$ cat config.mk
export PLATFORM = sky130hd
export DESIGN_NAME = clipped_colorkey_sprite_blit_core_flat
export DESIGN_NICKNAME = d
export VERILOG_FILES = /design/src/hdl/ccsb_pkg.sv /design/src/hdl/ccsb_src_if.sv /design/src/hdl/ccsb_wr_if.sv /design/src/hdl/ccsb_cfg.sv /design/src/hdl/ccsb_pos.sv /design/src/hdl/ccsb_clip.sv /design/src/hdl/clipped_colorkey_sprite_blit_core.sv /design/src/flat_wrapper.sv
export SDC_FILE = /design/constraint.sdc
export NUM_CORES = 1
export LEC_CHECK = 0
export BUFFER_PORTS_ARGS = -buffer_cell sky130_fd_sc_hd__buf_2
export CORE_UTILIZATION = 40
export DETAILED_ROUTE_END_ITERATION = 6
export SYNTH_ARGS = -nofsm -noshare
export SYNTH_HDL_FRONTEND = slang
export SYNTH_SLANG_ARGS = --single-unit
export TNS_END_PERCENT = 30
$ cat constraint.sdc
create_clock -name clk_i -period 10.2 [get_ports clk_i]
set_clock_uncertainty 0.15 [all_clocks]
set_input_delay 1.02 -clock clk_i [delete_from_list [all_inputs] [get_ports clk_i]]
set_output_delay 1.02 -clock clk_i [all_outputs]
set_load 0.05 [all_outputs]
$ cat src/hdl/ccsb_pkg.sv
// ----------------------------------------------------------------------------
// ccsb_pkg: shared definitions for the color-key sprite blit core
// Widths, register indexes, the configuration record and the stage record.
// ----------------------------------------------------------------------------
package ccsb_pkg;

  localparam int unsigned PIXEL_W   = 32;
  localparam int unsigned ADDR_W    = 21;
  localparam int unsigned COORD_W   = 16;
  localparam int unsigned SPAN_W    = 12;
  localparam int unsigned COUNT_W   = 11;
  localparam int unsigned POS_W     = COORD_W + 1;
  localparam int unsigned CFG_IDX_W = 4;
  localparam int unsigned CFG_DAT_W = 16;
  localparam int unsigned PROD_W    = 2 * SPAN_W;

  // Framebuffer row pitch in pixels.
  localparam int unsigned FB_STRIDE = 1024;
  // Largest rectangle edge; anything wider acts as this.
  localparam logic [SPAN_W-1:0] MAX_SPAN = SPAN_W'(2048);
  localparam logic [SPAN_W-1:0] CLIP_RESET = SPAN_W'(1024);
  localparam logic [PIXEL_W-1:0] COLOR_KEY = '0;

  typedef enum logic [CFG_IDX_W-1:0] {
    REG_DEST_X      = 4'd0,
    REG_DEST_Y      = 4'd1,
    REG_RECT_WIDTH  = 4'd2,
    REG_RECT_HEIGHT = 4'd3,
    REG_WIN_LEFT    = 4'd4,
    REG_WIN_TOP     = 4'd5,
    REG_WIN_RIGHT   = 4'd6,
    REG_WIN_BOTTOM  = 4'd7
  } cfg_reg_e;

  typedef struct packed {
    logic signed [COORD_W-1:0] dest_x;
    logic signed [COORD_W-1:0] dest_y;
    logic [SPAN_W-1:0]         rect_width;
    logic [SPAN_W-1:0]         rect_height;
    logic [SPAN_W-1:0]         win_left;
    logic [SPAN_W-1:0]         win_top;
    logic [SPAN_W-1:0]         win_right;
    logic [SPAN_W-1:0]         win_bottom;
  } cfg_t;

  // Contents of the input register: one pixel with its destination.
  typedef struct packed {
    logic                    valid;
    logic [PIXEL_W-1:0]      pixel;
    logic signed [POS_W-1:0] x;
    logic signed [POS_W-1:0] y;
  } stage_t;

endpackage

$ cat src/hdl/ccsb_src_if.sv
// ----------------------------------------------------------------------------
// ccsb_src_if: source pixel stream
// Valid/ready channel carrying one fetched sprite pixel per transfer.
// ----------------------------------------------------------------------------
interface ccsb_src_if;
  logic        valid;
  logic        ready;
  logic [31:0] src_pixel;

  modport source (output valid, output src_pixel, input ready);
  modport sink (input valid, input src_pixel, output ready);
endinterface

$ cat src/hdl/ccsb_wr_if.sv
// ----------------------------------------------------------------------------
// ccsb_wr_if: framebuffer write stream
// Valid/ready channel carrying one framebuffer write per transfer.
// ----------------------------------------------------------------------------
interface ccsb_wr_if;
  logic        valid;
  logic        ready;
  logic [20:0] write_address;
  logic [31:0] write_pixel;

  modport source (output valid, output write_address, output write_pixel, input ready);
  modport sink (input valid, input write_address, input write_pixel, output ready);
endinterface

$ cat src/hdl/ccsb_cfg.sv
// ----------------------------------------------------------------------------
// ccsb_cfg: configuration register file
// Holds the placement, rectangle size and clip window; flags every write to a valid index.
// ----------------------------------------------------------------------------
module ccsb_cfg (
  input  logic                               clk_i,
  input  logic                               rst_ni,
  input  logic                               cfg_we_i,
  input  logic [ccsb_pkg::CFG_IDX_W-1:0]     cfg_index_i,
  input  logic [ccsb_pkg::CFG_DAT_W-1:0]     cfg_wdata_i,
  output ccsb_pkg::cfg_t                     cfg_o,
  output logic                               clear_o
);
  import ccsb_pkg::*;

  cfg_t             cfg_q, cfg_d;
  logic             hit;
  logic [SPAN_W-1:0] v12;

  assign v12 = cfg_wdata_i[SPAN_W-1:0];

  always_comb begin
    cfg_d = cfg_q;
    hit   = 1'b0;
    if (cfg_we_i) begin
      hit = 1'b1;
      case (cfg_reg_e'(cfg_index_i))
        REG_DEST_X:      cfg_d.dest_x      = $signed(cfg_wdata_i);
        REG_DEST_Y:      cfg_d.dest_y      = $signed(cfg_wdata_i);
        REG_RECT_WIDTH:  cfg_d.rect_width  = v12;
        REG_RECT_HEIGHT: cfg_d.rect_height = v12;
        REG_WIN_LEFT:    cfg_d.win_left    = v12;
        REG_WIN_TOP:     cfg_d.win_top     = v12;
        REG_WIN_RIGHT:   cfg_d.win_right   = v12;
        REG_WIN_BOTTOM:  cfg_d.win_bottom  = v12;
        default:         hit = 1'b0;
      endcase
    end
  end

  always_ff @(posedge clk_i or negedge rst_ni) begin
    if (!rst_ni) begin
      cfg_q.dest_x      <= '0;
      cfg_q.dest_y      <= '0;
      cfg_q.rect_width  <= '0;
      cfg_q.rect_height <= '0;
      cfg_q.win_left    <= '0;
      cfg_q.win_top     <= '0;
      cfg_q.win_right   <= CLIP_RESET;
      cfg_q.win_bottom  <= CLIP_RESET;
    end else begin
      cfg_q <= cfg_d;
    end
  end

  assign cfg_o   = cfg_q;
  assign clear_o = hit;

endmodule

$ cat src/hdl/ccsb_pos.sv
// ----------------------------------------------------------------------------
// ccsb_pos: raster position tracking and input register
// Steps the column and row counters and registers each pixel with its
// destination coordinates.
// ----------------------------------------------------------------------------
module ccsb_pos (
  input  logic                            clk_i,
  input  logic                            rst_ni,
  input  ccsb_pkg::cfg_t                  cfg_i,
  input  logic                            clear_i,
  input  logic                            accept_i,
  input  logic [ccsb_pkg::PIXEL_W-1:0]    pixel_i,
  input  logic                            take_i,
  output ccsb_pkg::stage_t                stage_o
);
  import ccsb_pkg::*;

  logic [COUNT_W-1:0] col_q, col_d, row_q, row_d;
  logic [SPAN_W-1:0]  w, h, col_inc, row_inc;
  logic               active;
  logic               valid_q, valid_d;
  logic [PIXEL_W-1:0] pixel_q;
  logic signed [POS_W-1:0] x_q, y_q;

  // Oversized spans are clamped.
  assign w      = (cfg_i.rect_width  > MAX_SPAN) ? MAX_SPAN : cfg_i.rect_width;
  assign h      = (cfg_i.rect_height > MAX_SPAN) ? MAX_SPAN : cfg_i.rect_height;
  assign active = (w != '0) && (h != '0);

  assign col_inc = {1'b0, col_q} + SPAN_W'(1);
  assign row_inc = {1'b0, row_q} + SPAN_W'(1);

  always_comb begin
    col_d = col_q;
    row_d = row_q;
    if (clear_i) begin
      col_d = '0;
      row_d = '0;
    end else if (accept_i && active) begin
      if (col_inc >= w) begin
        col_d = '0;
        row_d = (row_inc >= h) ? '0 : row_inc[COUNT_W-1:0];
      end else begin
        col_d = col_inc[COUNT_W-1:0];
      end
    end
  end

  always_comb begin
    if (accept_i && active) begin
      valid_d = 1'b1;
    end else if (take_i) begin
      valid_d = 1'b0;
    end else begin
      valid_d = valid_q;
    end
  end

  always_ff @(posedge clk_i or negedge rst_ni) begin
    if (!rst_ni) begin
      col_q   <= '0;
      row_q   <= '0;
      valid_q <= 1'b0;
    end else begin
      col_q   <= col_d;
      row_q   <= row_d;
      valid_q <= valid_d;
    end
  end

  // Payload: destination is the signed placement plus the counters.
  always_ff @(posedge clk_i) begin
    if (accept_i && active) begin
      pixel_q <= pixel_i;
      x_q     <= POS_W'(cfg_i.dest_x) + $signed({{(POS_W-COUNT_W){1'b0}}, col_q});
      y_q     <= POS_W'(cfg_i.dest_y) + $signed({{(POS_W-COUNT_W){1'b0}}, row_q});
    end
  end

  assign stage_o.valid = valid_q;
  assign stage_o.pixel = pixel_q;
  assign stage_o.x     = x_q;
  assign stage_o.y     = y_q;

endmodule

$ cat src/hdl/ccsb_clip.sv
// ----------------------------------------------------------------------------
// ccsb_clip: clip test, color key and address generation
// Decides whether a registered pixel is drawn and loads the result register.
// ----------------------------------------------------------------------------
module ccsb_clip (
  input  logic                            clk_i,
  input  logic                            rst_ni,
  input  ccsb_pkg::cfg_t                  cfg_i,
  input  ccsb_pkg::stage_t                stage_i,
  input  logic                            out_ready_i,
  output logic                            take_o,
  output logic                            out_valid_o,
  output logic [ccsb_pkg::ADDR_W-1:0]     out_address_o,
  output logic [ccsb_pkg::PIXEL_W-1:0]    out_pixel_o
);
  import ccsb_pkg::*;

  logic               draw, in_x, in_y, load;
  logic               valid_q, valid_d;
  logic [ADDR_W-1:0]  addr_q, addr_d;
  logic [PIXEL_W-1:0] pixel_q;
  logic [PROD_W-1:0]  row_base;

  assign in_x = (stage_i.x >= $signed({{(POS_W-SPAN_W){1'b0}}, cfg_i.win_left}))
             && (stage_i.x <  $signed({{(POS_W-SPAN_W){1'b0}}, cfg_i.win_right}));
  assign in_y = (stage_i.y >= $signed({{(POS_W-SPAN_W){1'b0}}, cfg_i.win_top}))
             && (stage_i.y <  $signed({{(POS_W-SPAN_W){1'b0}}, cfg_i.win_bottom}));
  assign draw = stage_i.valid && (stage_i.pixel != COLOR_KEY) && in_x && in_y;

  // A drawn pixel lies inside the window, so both coordinates fit in SPAN_W bits.
  assign row_base = PROD_W'(stage_i.y[SPAN_W-1:0]) * PROD_W'(FB_STRIDE);
  assign addr_d   = row_base[ADDR_W-1:0] + ADDR_W'(stage_i.x[SPAN_W-1:0]);

  assign load    = !valid_q || out_ready_i;
  assign take_o  = stage_i.valid && (!draw || load);
  assign valid_d = load ? draw : valid_q;

  always_ff @(posedge clk_i or negedge rst_ni) begin
    if (!rst_ni) begin
      valid_q <= 1'b0;
    end else begin
      valid_q <= valid_d;
    end
  end

  always_ff @(posedge clk_i) begin
    if (load && draw) begin
      addr_q  <= addr_d;
      pixel_q <= stage_i.pixel;
    end
  end

  assign out_valid_o   = valid_q;
  assign out_address_o = addr_q;
  assign out_pixel_o   = pixel_q;

endmodule

$ cat src/hdl/clipped_colorkey_sprite_blit_core.sv
// ----------------------------------------------------------------------------
// clipped_colorkey_sprite_blit_core: color-key sprite blit with clipping
// Turns a raster stream of sprite pixels into framebuffer writes, dropping
// transparent pixels and pixels outside the viewport window.
// ----------------------------------------------------------------------------
//
//   Channel   Dir  Handshake     Payload
//   --------  ---  ------------  ------------------------------------------
//   src_i     in   valid/ready   src_pixel (32 bit ARGB, zero = transparent)
//   wr_o      out  valid/ready   write_address (21 bit), write_pixel (32 bit)
//   cfg       in   cfg_we_i      cfg_index_i (4 bit), cfg_wdata_i (16 bit)
//
// One pixel is taken per cycle unless a stalled wr_o holds a drawn pixel
// back. The destination add happens on the way into the input register at
// the edge of the source transfer; the window compare and stride multiply
// then load the result register, which drives wr_o, once that register is
// empty or its write leaves.
// Reset is asynchronous and active low; src_i.ready stays low for the first
// cycle after reset is released.
// A stalled wr_o holds its write; the input register keeps taking pixels as
// long as its content can move on, and a clipped or transparent pixel never
// waits for wr_o.
// ----------------------------------------------------------------------------
module clipped_colorkey_sprite_blit_core (
  input  logic                          clk_i,
  input  logic                          rst_ni,
  ccsb_src_if.sink                      src_i,
  ccsb_wr_if.source                     wr_o,
  input  logic                          cfg_we_i,
  input  logic [ccsb_pkg::CFG_IDX_W-1:0] cfg_index_i,
  input  logic [ccsb_pkg::CFG_DAT_W-1:0] cfg_wdata_i
);
  import ccsb_pkg::*;

  cfg_t   cfg;
  stage_t stage;
  logic   clear;
  logic   take;
  logic   accept;
  logic   run_q;

  // Holds ready low for one cycle after reset so that no transfer is counted
  // while the registers are still being released.
  always_ff @(posedge clk_i or negedge rst_ni) begin
    if (!rst_ni) begin
      run_q <= 1'b0;
    end else begin
      run_q <= 1'b1;
    end
  end

  // The input register takes a pixel when it is empty or its pixel leaves now.
  assign src_i.ready = run_q && (!stage.valid || take);
  assign accept      = src_i.valid && src_i.ready;

  // Register file; any valid write restarts the rectangle at its first pixel.
  ccsb_cfg u_cfg (
    .clk_i       (clk_i),
    .rst_ni      (rst_ni),
    .cfg_we_i    (cfg_we_i),
    .cfg_index_i (cfg_index_i),
    .cfg_wdata_i (cfg_wdata_i),
    .cfg_o       (cfg),
    .clear_o     (clear)
  );

  // Column/row counters and the input register. With an empty rectangle the
  // pixel is taken and dropped, and the counters do not move.
  ccsb_pos u_pos (
    .clk_i    (clk_i),
    .rst_ni   (rst_ni),
    .cfg_i    (cfg),
    .clear_i  (clear),
    .accept_i (accept),
    .pixel_i  (src_i.src_pixel),
    .take_i   (take),
    .stage_o  (stage)
  );

  // Window test, color key, address and the result register.
  ccsb_clip u_clip (
    .clk_i         (clk_i),
    .rst_ni        (rst_ni),
    .cfg_i         (cfg),
    .stage_i       (stage),
    .out_ready_i   (wr_o.ready),
    .take_o        (take),
    .out_valid_o   (wr_o.valid),
    .out_address_o (wr_o.write_address),
    .out_pixel_o   (wr_o.write_pixel)
  );

endmodule

$ cat src/flat_wrapper.sv
// flat-port wrapper written by rule: the top's interface ports become plain ports
module clipped_colorkey_sprite_blit_core_flat import ccsb_pkg::*;
  (clk_i, rst_ni, cfg_we_i, cfg_index_i, cfg_wdata_i, src_i_valid, src_i_src_pixel, src_i_ready, wr_o_valid, wr_o_write_address, wr_o_write_pixel, wr_o_ready);
  ccsb_src_if src_i_i ();
  ccsb_wr_if wr_o_i ();
  input  logic clk_i;
  input  logic rst_ni;
  input  logic cfg_we_i;
  input  logic [ccsb_pkg::CFG_IDX_W-1:0] cfg_index_i;
  input  logic [ccsb_pkg::CFG_DAT_W-1:0] cfg_wdata_i;
  input wire logic [$bits(src_i_i.valid)-1:0] src_i_valid;
  input wire logic [$bits(src_i_i.src_pixel)-1:0] src_i_src_pixel;
  output wire logic [$bits(src_i_i.ready)-1:0] src_i_ready;
  output wire logic [$bits(wr_o_i.valid)-1:0] wr_o_valid;
  output wire logic [$bits(wr_o_i.write_address)-1:0] wr_o_write_address;
  output wire logic [$bits(wr_o_i.write_pixel)-1:0] wr_o_write_pixel;
  input wire logic [$bits(wr_o_i.ready)-1:0] wr_o_ready;
  assign src_i_i.valid = src_i_valid;
  assign src_i_i.src_pixel = src_i_src_pixel;
  assign src_i_ready = src_i_i.ready;
  assign wr_o_valid = wr_o_i.valid;
  assign wr_o_write_address = wr_o_i.write_address;
  assign wr_o_write_pixel = wr_o_i.write_pixel;
  assign wr_o_i.ready = wr_o_ready;
  clipped_colorkey_sprite_blit_core u_core (.clk_i(clk_i), .rst_ni(rst_ni), .src_i(src_i_i), .wr_o(wr_o_i), .cfg_we_i(cfg_we_i), .cfg_index_i(cfg_index_i), .cfg_wdata_i(cfg_wdata_i));
endmodule
==> flow_metrics.py <==
metrics = {
    "clocking": {
        "root_buffer": "clkbuf_16",
        "h-tree-depth": 1,
        "cts_tree": "done",
        "path_clk_slew_ps": 60,
        "cts-resized-gates": 0,
        "cts.sinks": 248,
        "clock_path_buffers": 3,
        "hold_buffers": 0,
        "numCtsBuffers": 27,
        "clk_latency_ps": 550,
        "cts_setup_buffers": 0,
    },
    "setup_path": {
        "end_kind": "output pin",
        "cp-start-kind": "register",
        "max_stage_delay_ps": 570,
        "path_delay_family": "compound AO/OA/AOI/OAI gates",
        "worstPathArrival_ps": 3310,
        "critPathKind": "register to output pin",
        "critical_path_required_ps": 9030,
        "crit_chain": "ha_1 -> and4_1 -> a21boi_0 -> a2111oi_1 -> o22a_1 -> nand4_2 -> nor2_1 -> nor2b_1 -> buf_2",
        "critPathBufInv": 1,
        "cpMaxStageDelayCell": "a2111oi_1",
        "crit_fanout": 4,
        "reg2reg_slack_ps": 6150,
    },
    "yosys": {
        "yosysTopAreaCell": "edfxtp_1",
        "synth_xor_area_share_pct": 3.60,
        "synth.area.mux_share_pct": 7.10,
        "synth_area_um2": 12200,
        "syn_area_per_cell_um2": 12.1,
        "yosys_warnings": 0,
        "synthTopCellsByArea": "edfxtp_1 29%, dfrtp_1 26%, ha_1 9.9%",
        "ys_top_cells_by_count": "127 x dfrtp_1, 119 x edfxtp_1, 97 x nand2_1",
        "synth_nets": 1165,
        "async_flop_share_pct": 52.0,
        "synth_simple_gate_area_share_pct": 11.0,
        "ys_seq_elements": 248,
        "synth_compound_area_share_pct": 8.88,
        "synth_adder_area_share_pct": 10.4,
        "synth_top_family_by_area": "simple AND/OR/NAND/NOR gates",
        "synth_top_area_share_pct": 29.3,
        "synth_cell_types": 64,
        "synthCells": 1009,
        "ys.flop_type": "dfrtp_1",
        "synth_most_common_cell": "dfrtp_1",
        "synth-edff-count": 119,
        "ys_seq_area_share_pct": 55.9,
    },
    "floorplanning": {
        "die_h_um": 176,
        "die_area_um2": 31100,
        "core-area_um2": 29800,
        "rows": 63,
        "start_util_pct": 40.9,
        "die_w_um": 176,
        "ioPinCount": 112,
    },
    "power": {
        "power_leakage_uw": 0.00607,
        "p_int_uw": 2100,
        "swShare_pct": 29.6,
        "clock_power_share_pct": 32.1,
        "totalPowerFinal_uw": 2980,
        "p_comb_share_pct": 23.0,
        "ir_drop_mv": 0.148,
        "seq_power_share_pct": 44.9,
        "p_sw_uw": 884,
        "p_per_area_nw_per_um2": 212,
    },
    "flow_run": {
        "maxCapViolations": 0,
    },
    "place": {
        "portBuffers": 111,
        "dp_slack_ps": 6160,
        "gp_congestion": 0.798,
        "dp_cells": 1499,
        "dpl.hpwl_um": 19200,
    },
    "global_routing": {
        "antenna_found_initial": 0,
        "grt_pass1_vias": 7914,
        "grt_usage_pct": 17.8,
        "grt_max_degree": 76,
        "grt_overflow": 0,
        "grt_pass1_wl_um": 42800,
    },
    "layout": {
        "finalNonFillerCells": 1551,
        "drive_gt1_share_pct": 21.0,
        "synthToLayoutAreaGrowth_pct": 15.7,
        "final_net_count": 1295,
    },
    "drt": {
        "drtAntennaViolNets": 0,
        "vias": 7944,
        "first_iter_violations": 451,
        "vias_per_cell": 5.12,
        "drc_errors": 0,
        "drt_pass1_iterations": 4,
        "routedWlPerCell_um": 17.4,
        "drt-total-wl_um": 27000,
    },
    "sta": {
        "worstMarginPinSlew_ps": 1060,
        "rsz0062_at_grt": "false",
        "worst_slack_ps": 5720,
        "hold_viol": 0,
        "finalSetupViolCount": 0,
        "final_max_slew_viol_count": 0,
        "fin_setup_tns_ps": 0,
        "slew_headroom_pct": 29.3,
        "period_share_pct": 43.9,
        "max_freq_mhz": 223,
        "period_minus_slack_ps": 4480,
    },
    "run_status": {
        "outcome": "finished clean",
    },
    "min_path": {
        "hold_path.class": "register to register",
    },
}
-- cell families after synthesis --
logic type,count (synthesis)
flops,248
mux,77
other cells,1
xor+xnor,50
compound gates,171
fa+ha+maj,99
buf+inv,97
simple gates,266
-- per-stage QoR --
step	cell area, um2	hold slack, ps	utilization (%)
2_1_floorplan	12200	277	-
3_3_place_gp	13200	281	44.3
3_5_place_dp	13200	285	44.3
4_1_cts	14100	300	47.2
5_1_grt	14100	312	47.3
6_report	14100	297	47.3
-- worst reg2reg max path: cells and delay by family (launching register included) --
kind                       cells  cell delay, ps
AOI/OAI and AO/OA              5            1020
xor gates and xnor gates       1             170
adders and majority gates      2             550
buffers and inverters          1             100
DFF                            1             450
and+or+nand+nor                5            1510
-- power groups by stage --
stage	Combinational, uW	Clock [uW]	Sequential [uW]
2_1_floorplan	519	0	1320
3_5_place_dp	688	0	1360
6_report	686	957	1340
5_1_grt	790	1020	1360
3_3_place_gp	669	0	1350
4_1_cts	694	982	1340
-- cell usage in the layout (no fill, tap or decap), types with 5 or more instances in the layout --
master | netlist | routed
xnor2_1 | 33 | 33
o22ai_1 | 6 | 6
o2bb2ai_1 | 7 | 7
edfxtp_1 | 119 | 119
nor2_1 | 36 | 35
xor2_1 | 17 | 17
a21boi_0 | 6 | 6
a21oi_1 | 35 | 35
or3_1 | 8 | 8
nand2b_1 | 12 | 12
buf_2 | 2 | 110
a211oi_1 | 6 | 6
and3_1 | 8 | 8
nand2_1 | 97 | 97
o21ai_0 | 58 | 58
o21bai_1 | 5 | 5
buf_4 | 0 | 8
nand3_1 | 25 | 25
a31oi_1 | 6 | 6
clkbuf_1 | 13 | 5
nor3_1 | 13 | 12
clkinv_2 | 0 | 6
clkinv_1 | 0 | 7
o21ai_1 | 8 | 8
clkbuf_16 | 0 | 27
mux2i_1 | 5 | 5
dfrtp_1 | 127 | 127
a21o_1 | 13 | 13
inv_1 | 79 | 79
nor2b_1 | 14 | 14
nand4_1 | 13 | 13
mux2_2 | 70 | 70
nor4_1 | 15 | 15
ha_1 | 96 | 96
-- worst paths after layout --
path	startpoint	to	cells after the start
max	u_core.u_pos.x_q[3]$_DFFE_PP_	src_i_ready	9
min	u_core.u_pos.pixel_q[17]$_DFFE_PP_	u_core.u_clip.out_pixel_o[17]$_DFFE_PP_	0
max reg2reg	u_core.u_pos.col_q[0]$_DFFE_PN0P_	u_core.u_pos.row_q[8]$_DFFE_PN0P_	14
min reg2reg	u_core.u_pos.pixel_q[17]$_DFFE_PP_	u_core.u_clip.out_pixel_o[17]$_DFFE_PP_	0
max in group asynchronous	rst_ni	u_core.u_cfg.cfg_o[89]$_DFFE_PN0P_	2
min in group asynchronous	rst_ni	u_core.u_pos.row_q[5]$_DFFE_PN0P_	1
-- cell type report --
class                      count  area, um2
timing repair buffer         119        622
multi-input combinational    664       5010
sequential                   248       6800
inverter                      79        297
clock inverter                18        174
clock buffer                  32        694
antenna                        1       2.50
fill                        2717      15700
tap                          390        488
-- state kept, by name, summed over array words and instances, names as in the netlist --
| name | count |
|---|---|
| u_core.u_pos.row_q | 11 |
| u_core.u_pos.pixel_q | 32 |
| u_core.u_clip.out_pixel_o | 32 |
| u_core.u_pos.valid_q | 1 |
| u_core.u_pos.x_q | 17 |
| u_core.u_clip.out_valid_o | 1 |
| u_core.u_pos.y_q | 17 |
| u_core.u_cfg.cfg_o | 104 |
| u_core.u_clip.out_address_o | 21 |
| u_core.run_q | 1 |
| u_core.u_pos.col_q | 11 |
-- routing by layer --
layer	share of wire (%)	up-vias	track usage [%]	wire [um]
li1	-	3905	-	-
met1	51	3828	26.5	13700
met2	42	177	27.5	11400
met3	5.5	34	2.63	1490
met4	1.5	0	3.34	410
met5	0	-	0	0
Note: power is estimated with default switching activity, not from simulation.
